[config.mk]
export PLATFORM = sky130hd
export DESIGN_NAME = block_bump_allocator
export DESIGN_NICKNAME = d
export VERILOG_FILES = /design/src/bba_pkg.sv /design/src/bba_ram.sv /design/src/bba_addr_split.sv /design/src/block_bump_allocator.sv
export SDC_FILE = /design/constraint.sdc
export NUM_CORES = 1
export LEC_CHECK = 0
export BUFFER_PORTS_ARGS = -buffer_cell sky130_fd_sc_hd__buf_2
export CAP_MARGIN = 25
export CORE_UTILIZATION = 39
export DETAILED_ROUTE_END_ITERATION = 6
export HOLD_SLACK_MARGIN = 0.08
export PLACE_DENSITY = 0.52
export SLEW_MARGIN = 15
export SYNTH_ARGS = -nofsm -noshare
export SYNTH_HDL_FRONTEND = slang
export SYNTH_SLANG_ARGS = --single-unit
[constraint.sdc]
create_clock -name clk -period 15.7 [get_ports clk]
set_clock_uncertainty 0.2 [all_clocks]
set_input_delay 3.14 -clock clk [delete_from_list [all_inputs] [get_ports clk]]
set_output_delay 3.14 -clock clk [all_outputs]
set_load 0.01 [all_outputs]
[src/bba_pkg.sv]
// ----------------------------------------------------------------------------
// Block bump allocator package
// Shared widths, request and status codes, and the request and result structs.
// ----------------------------------------------------------------------------
package bba_pkg;

  // Field widths fixed by the interface.
  localparam int ADDR_W  = 25;
  localparam int SIZE_W  = 22;
  localparam int COUNT_W = 24;

  // Default geometry: sixteen blocks of 2 MiB.
  localparam int NUM_BLOCKS_DEF  = 16;
  localparam int BLOCK_BYTES_DEF = 2097152;

  // Allocation counts saturate at this value.
  localparam logic [COUNT_W-1:0] COUNT_MAX = '1;

  typedef enum logic [1:0] {
    REQ_ALLOC = 2'd0,
    REQ_FREE  = 2'd1,
    REQ_EMPTY = 2'd2,
    REQ_NOP   = 2'd3
  } req_type_t;

  typedef enum logic [1:0] {
    ST_OK       = 2'd0,
    ST_NO_BLOCK = 2'd1,
    ST_TOO_BIG  = 2'd2,
    ST_BAD_FREE = 2'd3
  } status_t;

  typedef struct packed {
    req_type_t           req_type;
    logic [SIZE_W-1:0]   alloc_size;
    logic [ADDR_W-1:0]   free_address;
  } req_t;

  typedef struct packed {
    logic [ADDR_W-1:0]   result_address;
    status_t             status;
  } rsp_t;

endpackage

[src/bba_ram.sv]
// ----------------------------------------------------------------------------
// Block bump allocator RAM
// Generic single-write, single-read RAM with a registered read port.
// ----------------------------------------------------------------------------
module bba_ram #(
  parameter int WIDTH = 8,
  parameter int DEPTH = 16,
  localparam int AW = $clog2(DEPTH)
) (
  input  logic             clk,
  input  logic             we,
  input  logic [AW-1:0]    waddr,
  input  logic [WIDTH-1:0] wdata,
  input  logic [AW-1:0]    raddr,
  output logic [WIDTH-1:0] rdata
);

  logic [WIDTH-1:0] mem [DEPTH];

  // Read before write: a read at the address written in the same cycle sees old data.
  always_ff @(posedge clk) begin
    if (we) begin
      mem[waddr] <= wdata;
    end
    rdata <= mem[raddr];
  end

endmodule

[src/bba_addr_split.sv]
// ----------------------------------------------------------------------------
// Block bump allocator address split
// Maps a byte address to its block index by a reciprocal multiplication.
// ----------------------------------------------------------------------------
module bba_addr_split import bba_pkg::*; #(
  parameter int NUM_BLOCKS  = NUM_BLOCKS_DEF,
  parameter int BLOCK_BYTES = BLOCK_BYTES_DEF,
  localparam int IDX_W = $clog2(NUM_BLOCKS)
) (
  input  logic [ADDR_W-1:0] address,
  output logic [IDX_W-1:0]  blk,
  output logic              in_range
);

  // With l = ceil(log2 B) and m = floor(2^(N+l) / B) + 1, the top bits of
  // x * m give floor(x / B) exactly for every N-bit x.
  localparam int LOG_B   = $clog2(BLOCK_BYTES);
  localparam int SHIFT   = ADDR_W + LOG_B;
  localparam int RECIP_W = ADDR_W + 1;
  localparam longint unsigned RECIP = ((64'd1 << SHIFT) / 64'(BLOCK_BYTES)) + 64'd1;
  localparam logic [RECIP_W-1:0] RECIP_C = RECIP_W'(RECIP);
  localparam int QMAX  = ((1 << ADDR_W) - 1) / BLOCK_BYTES;
  localparam int Q_W   = $clog2(QMAX + 1);
  localparam int CMP_W = (Q_W > IDX_W) ? Q_W : IDX_W + 1;

  logic [ADDR_W+RECIP_W-1:0] product;
  logic [Q_W-1:0]            quot;
  logic [CMP_W-1:0]          quot_ext;

  // Quotient by multiplication and a fixed shift.
  assign product  = {{RECIP_W{1'b0}}, address} * {{ADDR_W{1'b0}}, RECIP_C};
  assign quot     = product[SHIFT +: Q_W];
  assign quot_ext = CMP_W'(quot);

  // Addresses beyond the last block are flagged rather than wrapped.
  assign in_range = quot_ext < CMP_W'(NUM_BLOCKS);
  assign blk      = quot_ext[IDX_W-1:0];

endmodule

[src/block_bump_allocator.sv]
// ----------------------------------------------------------------------------
// Block bump allocator
// Region allocator over equal-sized blocks: bump allocation from the current
// block, per-block allocation counts, release on drain, and empty-all.
// ----------------------------------------------------------------------------
//
//   Channel   Direction  Handshake          Payload
//   request   in         start && !busy     req_t  (req_type, alloc_size, free_address)
//   result    out        done, one cycle    rsp_t  (result_address, status)
//
// Every request gives exactly one result. A taken request is registered in the
// first stage, and its result is then registered in the second, together with
// done. busy never rises: a request is taken in every cycle that start is high.
// The first stage reads the count RAM for the block that a free names; a write
// from the request ahead is forwarded. The second stage does all the
// bookkeeping and registers the result.
// Reset is synchronous; there is no clearing pass, since a block's count is only
// read from the RAM after it has been written there.
// The receiver cannot stall, so results are never held back.
// ----------------------------------------------------------------------------
module block_bump_allocator import bba_pkg::*; #(
  parameter int NUM_BLOCKS  = NUM_BLOCKS_DEF,
  parameter int BLOCK_BYTES = BLOCK_BYTES_DEF
) (
  input  logic clk,
  input  logic rst,
  input  logic start,
  output logic busy,
  input  req_t request,
  output logic done,
  output rsp_t result
);

  localparam int IDX_W = $clog2(NUM_BLOCKS);
  localparam int OFF_W = $clog2(BLOCK_BYTES + 1);
  localparam logic [ADDR_W-1:0] BLOCK_C = ADDR_W'(BLOCK_BYTES);

  logic                  accept;
  logic [IDX_W-1:0]      split_blk;
  logic                  split_in_range;

  // First stage registers.
  logic                  s_valid;
  req_t                  s_req;
  logic [IDX_W-1:0]      s_blk;
  logic                  s_in_range;
  logic                  fwd_hit;
  logic [COUNT_W-1:0]    fwd_count;

  // Count RAM for blocks that are not current.
  logic                  ram_we;
  logic [IDX_W-1:0]      ram_waddr;
  logic [COUNT_W-1:0]    ram_wdata;
  logic [COUNT_W-1:0]    ram_rdata;

  // Allocator state.
  logic [NUM_BLOCKS-1:0] live, live_next;
  logic [IDX_W-1:0]      current, current_next;
  logic [OFF_W-1:0]      cur_offset, cur_offset_next;
  logic [COUNT_W-1:0]    cur_count, cur_count_next;
  rsp_t                  result_next;

  // Second stage working signals.
  logic                  found;
  logic [IDX_W-1:0]      slot;
  logic                  too_big;
  logic                  fits;
  logic [ADDR_W-1:0]     room;
  logic [IDX_W-1:0]      sel_blk;
  logic [ADDR_W-1:0]     sel_off;
  logic [ADDR_W-1:0]     alloc_addr;
  logic                  free_is_cur;
  logic [COUNT_W-1:0]    free_cnt;
  logic                  free_bad;
  logic [COUNT_W-1:0]    free_dec;

  assign busy   = 1'b0;
  assign accept = start && !busy;

  // Block index of the free address, used as the RAM read address.
  bba_addr_split #(
    .NUM_BLOCKS  (NUM_BLOCKS),
    .BLOCK_BYTES (BLOCK_BYTES)
  ) u_split (
    .address  (request.free_address),
    .blk      (split_blk),
    .in_range (split_in_range)
  );

  bba_ram #(
    .WIDTH (COUNT_W),
    .DEPTH (NUM_BLOCKS)
  ) u_count_ram (
    .clk   (clk),
    .we    (ram_we),
    .waddr (ram_waddr),
    .wdata (ram_wdata),
    .raddr (split_blk),
    .rdata (ram_rdata)
  );

  // First stage: valid flag.
  always_ff @(posedge clk) begin
    if (rst) begin
      s_valid <= 1'b0;
    end else begin
      s_valid <= accept;
    end
  end

  // First stage: request, block index and forwarding of a same-cycle write.
  always_ff @(posedge clk) begin
    s_req      <= request;
    s_blk      <= split_blk;
    s_in_range <= split_in_range;
    fwd_hit    <= ram_we && (ram_waddr == split_blk);
    fwd_count  <= ram_wdata;
  end

  // Lowest-numbered dead block.
  always_comb begin
    slot  = '0;
    found = 1'b0;
    for (int i = NUM_BLOCKS - 1; i >= 0; i--) begin
      if (!live[i]) begin
        slot  = IDX_W'(i);
        found = 1'b1;
      end
    end
  end

  // Allocate: room check and the address handed out.
  always_comb begin
    too_big    = ADDR_W'(s_req.alloc_size) > BLOCK_C;
    room       = BLOCK_C - ADDR_W'(cur_offset);
    fits       = room >= ADDR_W'(s_req.alloc_size);
    sel_blk    = fits ? current : slot;
    sel_off    = fits ? ADDR_W'(cur_offset) : '0;
    alloc_addr = (ADDR_W'(sel_blk) * BLOCK_C) + sel_off;
  end

  // Free: the current block's count is held locally, others come from the RAM.
  always_comb begin
    free_is_cur = s_blk == current;
    free_cnt    = free_is_cur ? cur_count : (fwd_hit ? fwd_count : ram_rdata);
    free_bad    = !s_in_range || !live[s_blk] || (free_cnt == '0);
    free_dec    = free_cnt - COUNT_W'(1);
  end

  // Second stage: state update and result.
  always_comb begin
    live_next       = live;
    current_next    = current;
    cur_offset_next = cur_offset;
    cur_count_next  = cur_count;
    ram_we          = 1'b0;
    ram_waddr       = s_blk;
    ram_wdata       = free_dec;
    result_next.result_address = '0;
    result_next.status         = ST_OK;
    if (s_valid) begin
      case (s_req.req_type)
        REQ_ALLOC: begin
          if (too_big) begin
            result_next.status = ST_TOO_BIG;
          end else if (fits) begin
            result_next.result_address = alloc_addr;
            cur_offset_next = OFF_W'(ADDR_W'(cur_offset) + ADDR_W'(s_req.alloc_size));
            if (cur_count != COUNT_MAX) begin
              cur_count_next = cur_count + COUNT_W'(1);
            end
          end else if (found) begin
            // Park the old current block's count in the RAM and open a new block.
            ram_we                     = 1'b1;
            ram_waddr                  = current;
            ram_wdata                  = cur_count;
            current_next               = slot;
            live_next[slot]            = 1'b1;
            cur_offset_next            = OFF_W'(s_req.alloc_size);
            cur_count_next             = COUNT_W'(1);
            result_next.result_address = alloc_addr;
          end else begin
            result_next.status = ST_NO_BLOCK;
          end
        end
        REQ_FREE: begin
          if (free_bad) begin
            result_next.status = ST_BAD_FREE;
          end else if (free_is_cur) begin
            cur_count_next = free_dec;
          end else begin
            ram_we = 1'b1;
            if (free_dec == '0) begin
              live_next[s_blk] = 1'b0;
            end
          end
        end
        REQ_EMPTY: begin
          live_next       = NUM_BLOCKS'(1);
          current_next    = '0;
          cur_offset_next = '0;
          cur_count_next  = '0;
        end
        default: begin
        end
      endcase
    end
  end

  // Control state and result strobe.
  always_ff @(posedge clk) begin
    if (rst) begin
      live       <= NUM_BLOCKS'(1);
      current    <= '0;
      cur_offset <= '0;
      cur_count  <= '0;
      done       <= 1'b0;
    end else begin
      live       <= live_next;
      current    <= current_next;
      cur_offset <= cur_offset_next;
      cur_count  <= cur_count_next;
      done       <= s_valid;
    end
  end

  // Result payload.
  always_ff @(posedge clk) begin
    result <= result_next;
  end

  // The current block is always live.
  a_current_live: assert property (@(posedge clk) disable iff (rst)
    live[current])
    else $error("current block is not live");

  // The bump offset never runs past the end of a block.
  a_offset_bound: assert property (@(posedge clk) disable iff (rst)
    ADDR_W'(cur_offset) <= BLOCK_C)
    else $error("bump offset beyond block size");

  // A free never moves the current block.
  a_free_keeps_current: assert property (@(posedge clk) disable iff (rst)
    s_valid && (s_req.req_type == REQ_FREE) |=> $stable(current))
    else $error("free changed the current block");

  // Empty leaves only block 0 live, current and unused.
  a_empty_state: assert property (@(posedge clk) disable iff (rst)
    s_valid && (s_req.req_type == REQ_EMPTY) |=>
      (current == '0) && (live == NUM_BLOCKS'(1)) && (cur_count == '0))
    else $error("empty did not reset the blocks");

endmodule

==> metrics, run 1 <==
status complete, no violations; final setup TNS 0 ns; # resized after CTS 0; Hold Path Class flip-flop to flip-flop; # rows between 90 and 100; Worst Path Required about 16 ns; hold path start live[9]$_SDFFE_PP0P_; hold buffer count at CTS 0; Core ar. 63,000 um2; Port Buffers 58; worst skew pair latency 0.64 ns; layout cells sized above 1 between 20% and 30%; root buffer cell clkbuf_16; Sequential Power Share ~44%; final core area utilization 45.1%; Setup violations, final 0; drt initial violations about 1,400; routed len/inst 22.7 um; Final HPWL DP roughly 38,000 um; Max IR drop VDD about 130 uV; Clk pwr share 37.6%; maximum clock rate 154 MHz; reg2reg start cur_offset[1]$_SDFFE_PP0P_; Synth Cell Area 24,900 um2; Synth area leader edfxtp_1; leakage about 9.7 nW; Comb power frac 18.3%; Arr. time, crit path ~6.6 ns; vias per cell 5.52; net count after synthesis 1,900; setup bufs post-CTS 0; Tmin final around 6.5 ns; pins over their slew limit 0; number of synthesized flops with an enable pin 384; ANT nets after route 0; Yosys cell types 76; crit path max-delay cell type nor2_4; post-synthesis register bit count 556; number of global-route vias before repair approximately 15,000; post-route DRC violation count 0; pin count of the biggest net entering global routing 65; Reg clk slew, reported paths 0.06 ns; P_int 0.00272 W; Chip Height 254 um; CTS tree done; final global-route overflow total 0; CP Max Fanout 57; Tot Pwr 0.00380 W; Power Density 134 nW/um2; RSZ-0062 raised after global routing no; CTS Sinks roughly 560; initial antenna violation count 0; kind of critical path flip-flop to flip-flop; io pins 81; GRT Overall Usage 19.7%; number of max-cap violations 0; FF+latch area ~15,000 um2; clock buffer depth 3; Syn Inst Count 1,793; first-pass GRT wire length 95,700 um; Vias 15,200; H-tree levels 2; count leader, synth edfxtp_1; Area growth, synth to finish 14.2%; Avg Inst Size Synth 13.9 um2; max incr delay on CP 0.63 ns; Pre-antenna DRT Iters 5; yosys warns 0; cts bufs inserted 60; commonest register cell after synthesis edfxtp_1; initial core utilization 39.5%; die footprint 64,700 um2; Fillers 5,706; final RePlAce weighted congestion 0.854; Post-Route WL 62,400 um; Psw 0.00109 W; CP Cell Sequence nor3_1 > nand2b_1 > or3_1 > or3_1 > nor4_1 > xnor2_1 > ha_1 > and4_1 > a21o_1 > a211oi_1 > nand3_1 > o21ai_4 > nand2b_1 > nor2_4 > buf_4 > a31oi_1 > nor2_4 > buf_4; post-synthesis sequential area ratio 60.2%; width of the die 254 um; Antenna diodes 0; period utilisation layout 41.5%; synth cell count leaders 384 x edfxtp_1, 172 x dfxtp_1, 139 x nor2_1, 125 x mux4_2, 77 x o21ai_0; Final nets 1,963; worst slew pin tran 1.08 ns; CP Launch Type flip-flop; post-synth top area share 46.4%; Switching Share between 20 and 30%; CP Launch Point cur_offset[1]$_SDFFE_PP0P_; Worst slew margin 27.7%; Worst setup EP type flip-flop; final hold viol count 0; synth top area cells edfxtp_1 46%, dfxtp_1 14%, mux4_2 11%; Post-synth ARST share 0%; area of the multi-input gates 9390 um2
## critical path: cells and delay by family, from the launching register on
kind	cells	cell delay [ns]
AO/OA/AOI/OAI	4	1.15
XOR/XNOR	1	0.16
AND/OR/NAND/NOR	10	2.93
flip-flops	1	0.36
adder cells (fa/ha/maj)	1	0.27
buffers and inverters	2	1.04
## cell usage in the layout (no fill, tap or decap), drive strengths merged, types with 24 or more instances in the layout
cell type    n
clkinv      26
clkbuf      74
xnor2       52
xor2        32
a211oi      24
nor2       139
mux4       125
nor3        46
nor4        28
o21ai       82
dfxtp      172
a21oi       58
edfxtp     384
nand3       27
buf        102
a22oi       25
and2        32
mux2i       51
ha          54
inv         61
nand2       75
## power groups by stage
stage / Combinational (W) / Clock (W) / Sequential, W
global placement: 0.000679 / 0 / 0.00171
floorplan: 0.000496 / 0 / 0.00169
detailed placement: 0.000693 / 0 / 0.00171
CTS: 0.000696 / 0.00147 / 0.00168
finish: 0.000695 / 0.00143 / 0.00168
global route: 0.000774 / 0.00152 / 0.00168
## state kept, by name, indices dropped and copies added, names as in the netlist
signal             cells
cur_offset            22
done                   1
fwd_count             24
s_valid                1
u_count_ram.rdata     24
fwd_hit                1
live                  16
s_blk                  4
result                27
u_count_ram.mem      384
current                4
s_req                 24
cur_count             24
## cell type report
class	count	area share, %
sequential	556	52.8
timing repair buffer	103	2.52
tap	846	3.73
inverter	59	0.780
multi-input combinational	1076	33.1
clock buffer	73	5.67
clock inverter	40	1.45
## through the flow
stage | instance area (um2) | worst slack (ns) | cells | hold slack (ns)
2_1_floorplan | 24900 | 9.76 | 1793 | 0.274
3_3_place_gp | 26200 | 9.17 | 2626 | 0.303
3_5_place_dp | 26300 | 9.20 | 2638 | 0.301
4_1_cts | 28300 | 9.14 | 2751 | 0.312
5_1_grt | 28400 | 8.66 | 2753 | 0.348
6_report | 28400 | 9.19 | 2753 | 0.312
## path summary, 6_finish.rpt
| path | end | slack [ns] | depth (start not counted) |
|---|---|---|---|
| setup / recovery | u_count_ram.mem[0][2]$_DFFE_PP_ | 9.19 | 18 |
| hold / removal | live[9]$_SDFFE_PP0P_ | 0.31 | 2 |
| setup reg to reg | u_count_ram.mem[0][2]$_DFFE_PP_ | 9.19 | 18 |
| hold reg to reg | live[9]$_SDFFE_PP0P_ | 0.31 | 2 |
## per-layer routing
metal	global-route usage [%]	up-vias	wire (um)
met5	0	-	0
met4	5.73	0	1460
met3	2.59	101	2990
met2	31.2	351	28600
met1	28.4	7740	29300
li1	-	7013	-
## logic make-up (layout without fill, tap and decap cells)
kind of cell	after synthesis	in the layout	share of synthesized area, %
multiplexers	192	192	14.2
XOR/XNOR	84	84	3.05
other	1	1	0.0151
AND/OR/NAND/NOR	443	443	8.99
adder cells (fa/ha/maj)	55	55	2.80
AO/OA/AOI/OAI	301	301	8.04
buffers and inverters	161	275	2.67
flip-flops	556	556	60.2
No activity file was read; power rests on OpenSTA's default activity.
==> run 2: changes to the inputs <==
- ABC_AREA: default -> 1
- clock period: 15.7 -> 6.6 ns (I/O delays scaled with it)
==> metrics, run 2 <==
final global-route overflow total 0 (unchanged); Switching Share 28.1% (was 28.5%); CTS tree done (unchanged); final setup TNS 0 ns (unchanged); Clk pwr share 39.3% (was 37.6%); final hold viol count 0 (unchanged); layout cells sized above 1 10.8% (was 20.6%); pins over their slew limit 0 (unchanged); max FFs per register 384 (unchanged); leakage 11.2 nW (was 9.70 nW); Worst slew margin 37.1% (was 27.7%); Yosys cell types 51 (was 76); post-synthesis register bit count 556 (unchanged); H-tree levels 2 (unchanged); io pins 81 (unchanged); Synth area leader edfxtp_1 (unchanged); crit path capture u_count_ram.mem[5][19]$_DFFE_PP_ (was u_count_ram.mem[0][2]$_DFFE_PP_); pin count of the biggest net entering global routing 104 (was 65); crit path max-delay cell type nor2_4 (unchanged); Final nets 2,914 (was 1,963); Chip Height 259 um (was 254 um); post-route DRC violation count 0 (unchanged); commonest register cell after synthesis edfxtp_1 (unchanged); GRT Overall Usage 21.6% (was 19.7%); CTS Sinks 556 (unchanged); max incr delay on CP 0.48 ns (was 0.63 ns); maximum clock rate 171 MHz (was 154 MHz); Psw 0.00245 W (was 0.00109 W); global route hottest layer met2 (unchanged); CP Max Fanout 15 (was 57); Avg Inst Size Synth 9.39 um2 (was 13.9 um2); Worst R2R Setup Slack 0.74 ns (was 9.19 ns); Syn Inst Count 2,747 (was 1,793); Pre-antenna DRT Iters 7 (was 5); initial antenna violation count 0 (unchanged); post-synth top area share 44.7% (was 46.4%); reg2reg start cur_offset[1]$_SDFFE_PP0P_ (unchanged); Post-Route WL 72,600 um (was 62,400 um); number of global-route vias before repair 19,100 (was 15,500); root buffer cell clkbuf_16 (unchanged); Area growth, synth to finish 14.2% (about the same); CP Launch Type flip-flop (unchanged); ANT nets after route 0 (unchanged); Largest regs u_count_ram.mem (384), result (27) (unchanged); Post-synth ARST share 0% (unchanged); width of the die 259 um (was 254 um); Final HPWL DP 47,500 um (was 37,900 um); post-synthesis sequential area ratio 58.0% (was 60.2%); Synth Cell Area 25,800 um2 (was 24,900 um2); period utilisation layout 88.8% (was 41.5%); synth cell count leaders 481 x nand2_1, 388 x nor2_1, 384 x edfxtp_1, 328 x o21ai_0, 207 x inv_1 (was 384 x edfxtp_1, 172 x dfxtp_1, 139 x nor2_1, 125 x mux4_2, 77 x o21ai_0); CP Launch Point cur_offset[1]$_SDFFE_PP0P_ (unchanged); routing usage on met3 2.49% (was 2.59%); synth top area cells edfxtp_1 45%, dfxtp_1 13%, nand2_1 7.0% (was edfxtp_1 46%, dfxtp_1 14%, mux4_2 11%); Vias 19,900 (was 15,200); worst skew pair latency 0.66 ns (was 0.64 ns); met2 capacity usage during global routing 34.0% (was 31.2%); number of max-cap violations 0 (unchanged); count leader, synth nand2_1 (was edfxtp_1); yosys warns 0 (unchanged); cell count after placement 3,585 (was 2,638); Arr. time, crit path 6.01 ns (was 6.59 ns); cts bufs inserted 60 (unchanged); vias per cell 5.35 (was 5.52); Reg clk slew, reported paths 0.06 ns (about the same); Port Buffers 58 (unchanged); Setup violations, final 0 (unchanged); Tmin final 5.86 ns (was 6.51 ns); die footprint 67,200 um2 (was 64,700 um2); drt initial violations 1,632 (was 1,393); # rows 93 (was 92); worst slew pin tran 0.944 ns (was 1.08 ns); Sequential Power Share 45.4% (was 44.1%); Largest Register u_count_ram.mem (unchanged); number of synthesized flops with an enable pin 384 (unchanged); final RePlAce weighted congestion 0.910 (was 0.854); net count after synthesis 2,854 (was 1,900); clock buffer depth 3 (unchanged); first-pass GRT wire length 113,000 um (was 95,700 um); GRT met1 Usage 31.3% (was 28.4%); RSZ-0062 raised after global routing no (unchanged); R2R cell count 29 (was 18); P_int 0.00628 W (was 0.00272 W); Worst Path Required 6.75 ns (was 15.78 ns); Power Density 296 nW/um2 (was 134 nW/um2); Antenna diodes 0 (unchanged); Core ar. 64,900 um2 (was 63,000 um2); kind of critical path flip-flop to flip-flop (unchanged); Layout Cells excl Fill 3,713 (was 2,753); Max IR drop VDD 227 uV (was 133 uV); commonest non-fill, non-tap cells in the layout 480 x nand2_1, 384 x edfxtp_1, 371 x nor2_1, 318 x o21ai_0, 204 x inv_1 (was 384 x edfxtp_1, 171 x dfxtp_1, 125 x mux4_2, 122 x nor2_1, 77 x o21ai_0); Hold Path Class flip-flop to flip-flop (unchanged); reg2reg end u_count_ram.mem[5][19]$_DFFE_PP_ (was u_count_ram.mem[0][2]$_DFFE_PP_); Worst setup EP type flip-flop (unchanged); status complete, no violations (unchanged); Hold Path Cell Cnt 2 (unchanged); routed len/inst 19.6 um (was 22.7 um); most common cell after layout, fill and taps aside nand2_1 (was edfxtp_1); initial core utilization 39.7% (was 39.5%); Comb power frac 15.3% (was 18.3%)
-- run 2: cell types whose count changed after synthesis, sizes merged, moves of 41 or more --
cell / previous run / this run
nor2: 139 / 412
o21ai: 82 / 333
xnor2: 52 / 11
inv: 59 / 214
mux2i: 51 / 5
nand2: 75 / 497
nand3: 27 / 146
o221ai: 4 / 77
mux4: 125 / 0
-- run 2: kinds of logic after synthesis --
group	synth area share, %
simple gates	18.7
fa+ha+maj	2.70
xor+xnor	1.87
flops	58.0
compound gates	13.0
other cells	0.0145
mux	0.194
buf+inv	5.50
-- run 2: worst max-delay path: cells and delay by family (launching register included) --
family,cells,cell delay (ns)
compound gates,2,0.37
buf+inv,7,0.96
xor+xnor,1,0.14
simple gates,17,3.05
flops,1,0.36
fa+ha+maj,2,0.50
-- run 2: layout make-up --
| type | instances | area [um2] |
|---|---|---|
| well taps | 855 | 1070 |
| fillers | 6145 | 35500 |
| repair buffers | 137 | 1030 |
| clock inverters | 29 | 368 |
| inverters | 218 | 821 |
| flip-flops and latches | 556 | 15000 |
| multi-input cells | 1834 | 9540 |
| clock buffers | 84 | 1660 |
-- run 2: power groups by stage --
stage,clock network [W],logic (W),registers [W]
global route,0.00365,0.00150,0.00397
CTS,0.00352,0.00133,0.00396
floorplan,0,0.000897,0.00401
finish,0.00343,0.00133,0.00396
global placement,0,0.00130,0.00403
detailed placement,0,0.00132,0.00403
-- run 2: repair_timing --
item                                    CTS  global route
endpoints found under the setup margin    0           194
buffers inserted                          0            13
gates resized for setup                   0             3
hold buffers                              0             0
-- run 2: how the worst min path moves through the flow --
stage                                        endpoint                   startpoint
after floorplan                 result[13]$_SDFF_PP0_  cur_offset[11]$_SDFFE_PP0P_
after global placement    cur_offset[20]$_SDFFE_PP0P_  cur_offset[20]$_SDFFE_PP0P_
after detailed placement  cur_offset[21]$_SDFFE_PP0P_  cur_offset[21]$_SDFFE_PP0P_
after CTS                 cur_offset[19]$_SDFFE_PP0P_  cur_offset[19]$_SDFFE_PP0P_
after global routing      cur_offset[20]$_SDFFE_PP0P_  cur_offset[20]$_SDFFE_PP0P_
final                     cur_offset[19]$_SDFFE_PP0P_  cur_offset[19]$_SDFFE_PP0P_
-- run 2: metal layers --
layer / wire length [um] / part of all wire, %
met1: 34300 / 47
met2: 32900 / 45
met3: 3710 / 5.1
met4: 1740 / 2.4
met5: 0 / 0
-- run 2: stage by stage --
step	total power, W	setup WS, ns	cell area [um2]	hold slack (ns)	util [%]
5_1_grt	0.00912	0.115	29500	0.349	45.4
3_5_place_dp	0.00535	0.515	27300	0.312	42.0
4_1_cts	0.00880	0.502	29300	0.322	45.1
3_3_place_gp	0.00533	0.533	27200	0.301	41.9
2_1_floorplan	0.00491	1.31	25800	0.271	-
6_report	0.00872	0.738	29500	0.319	45.4
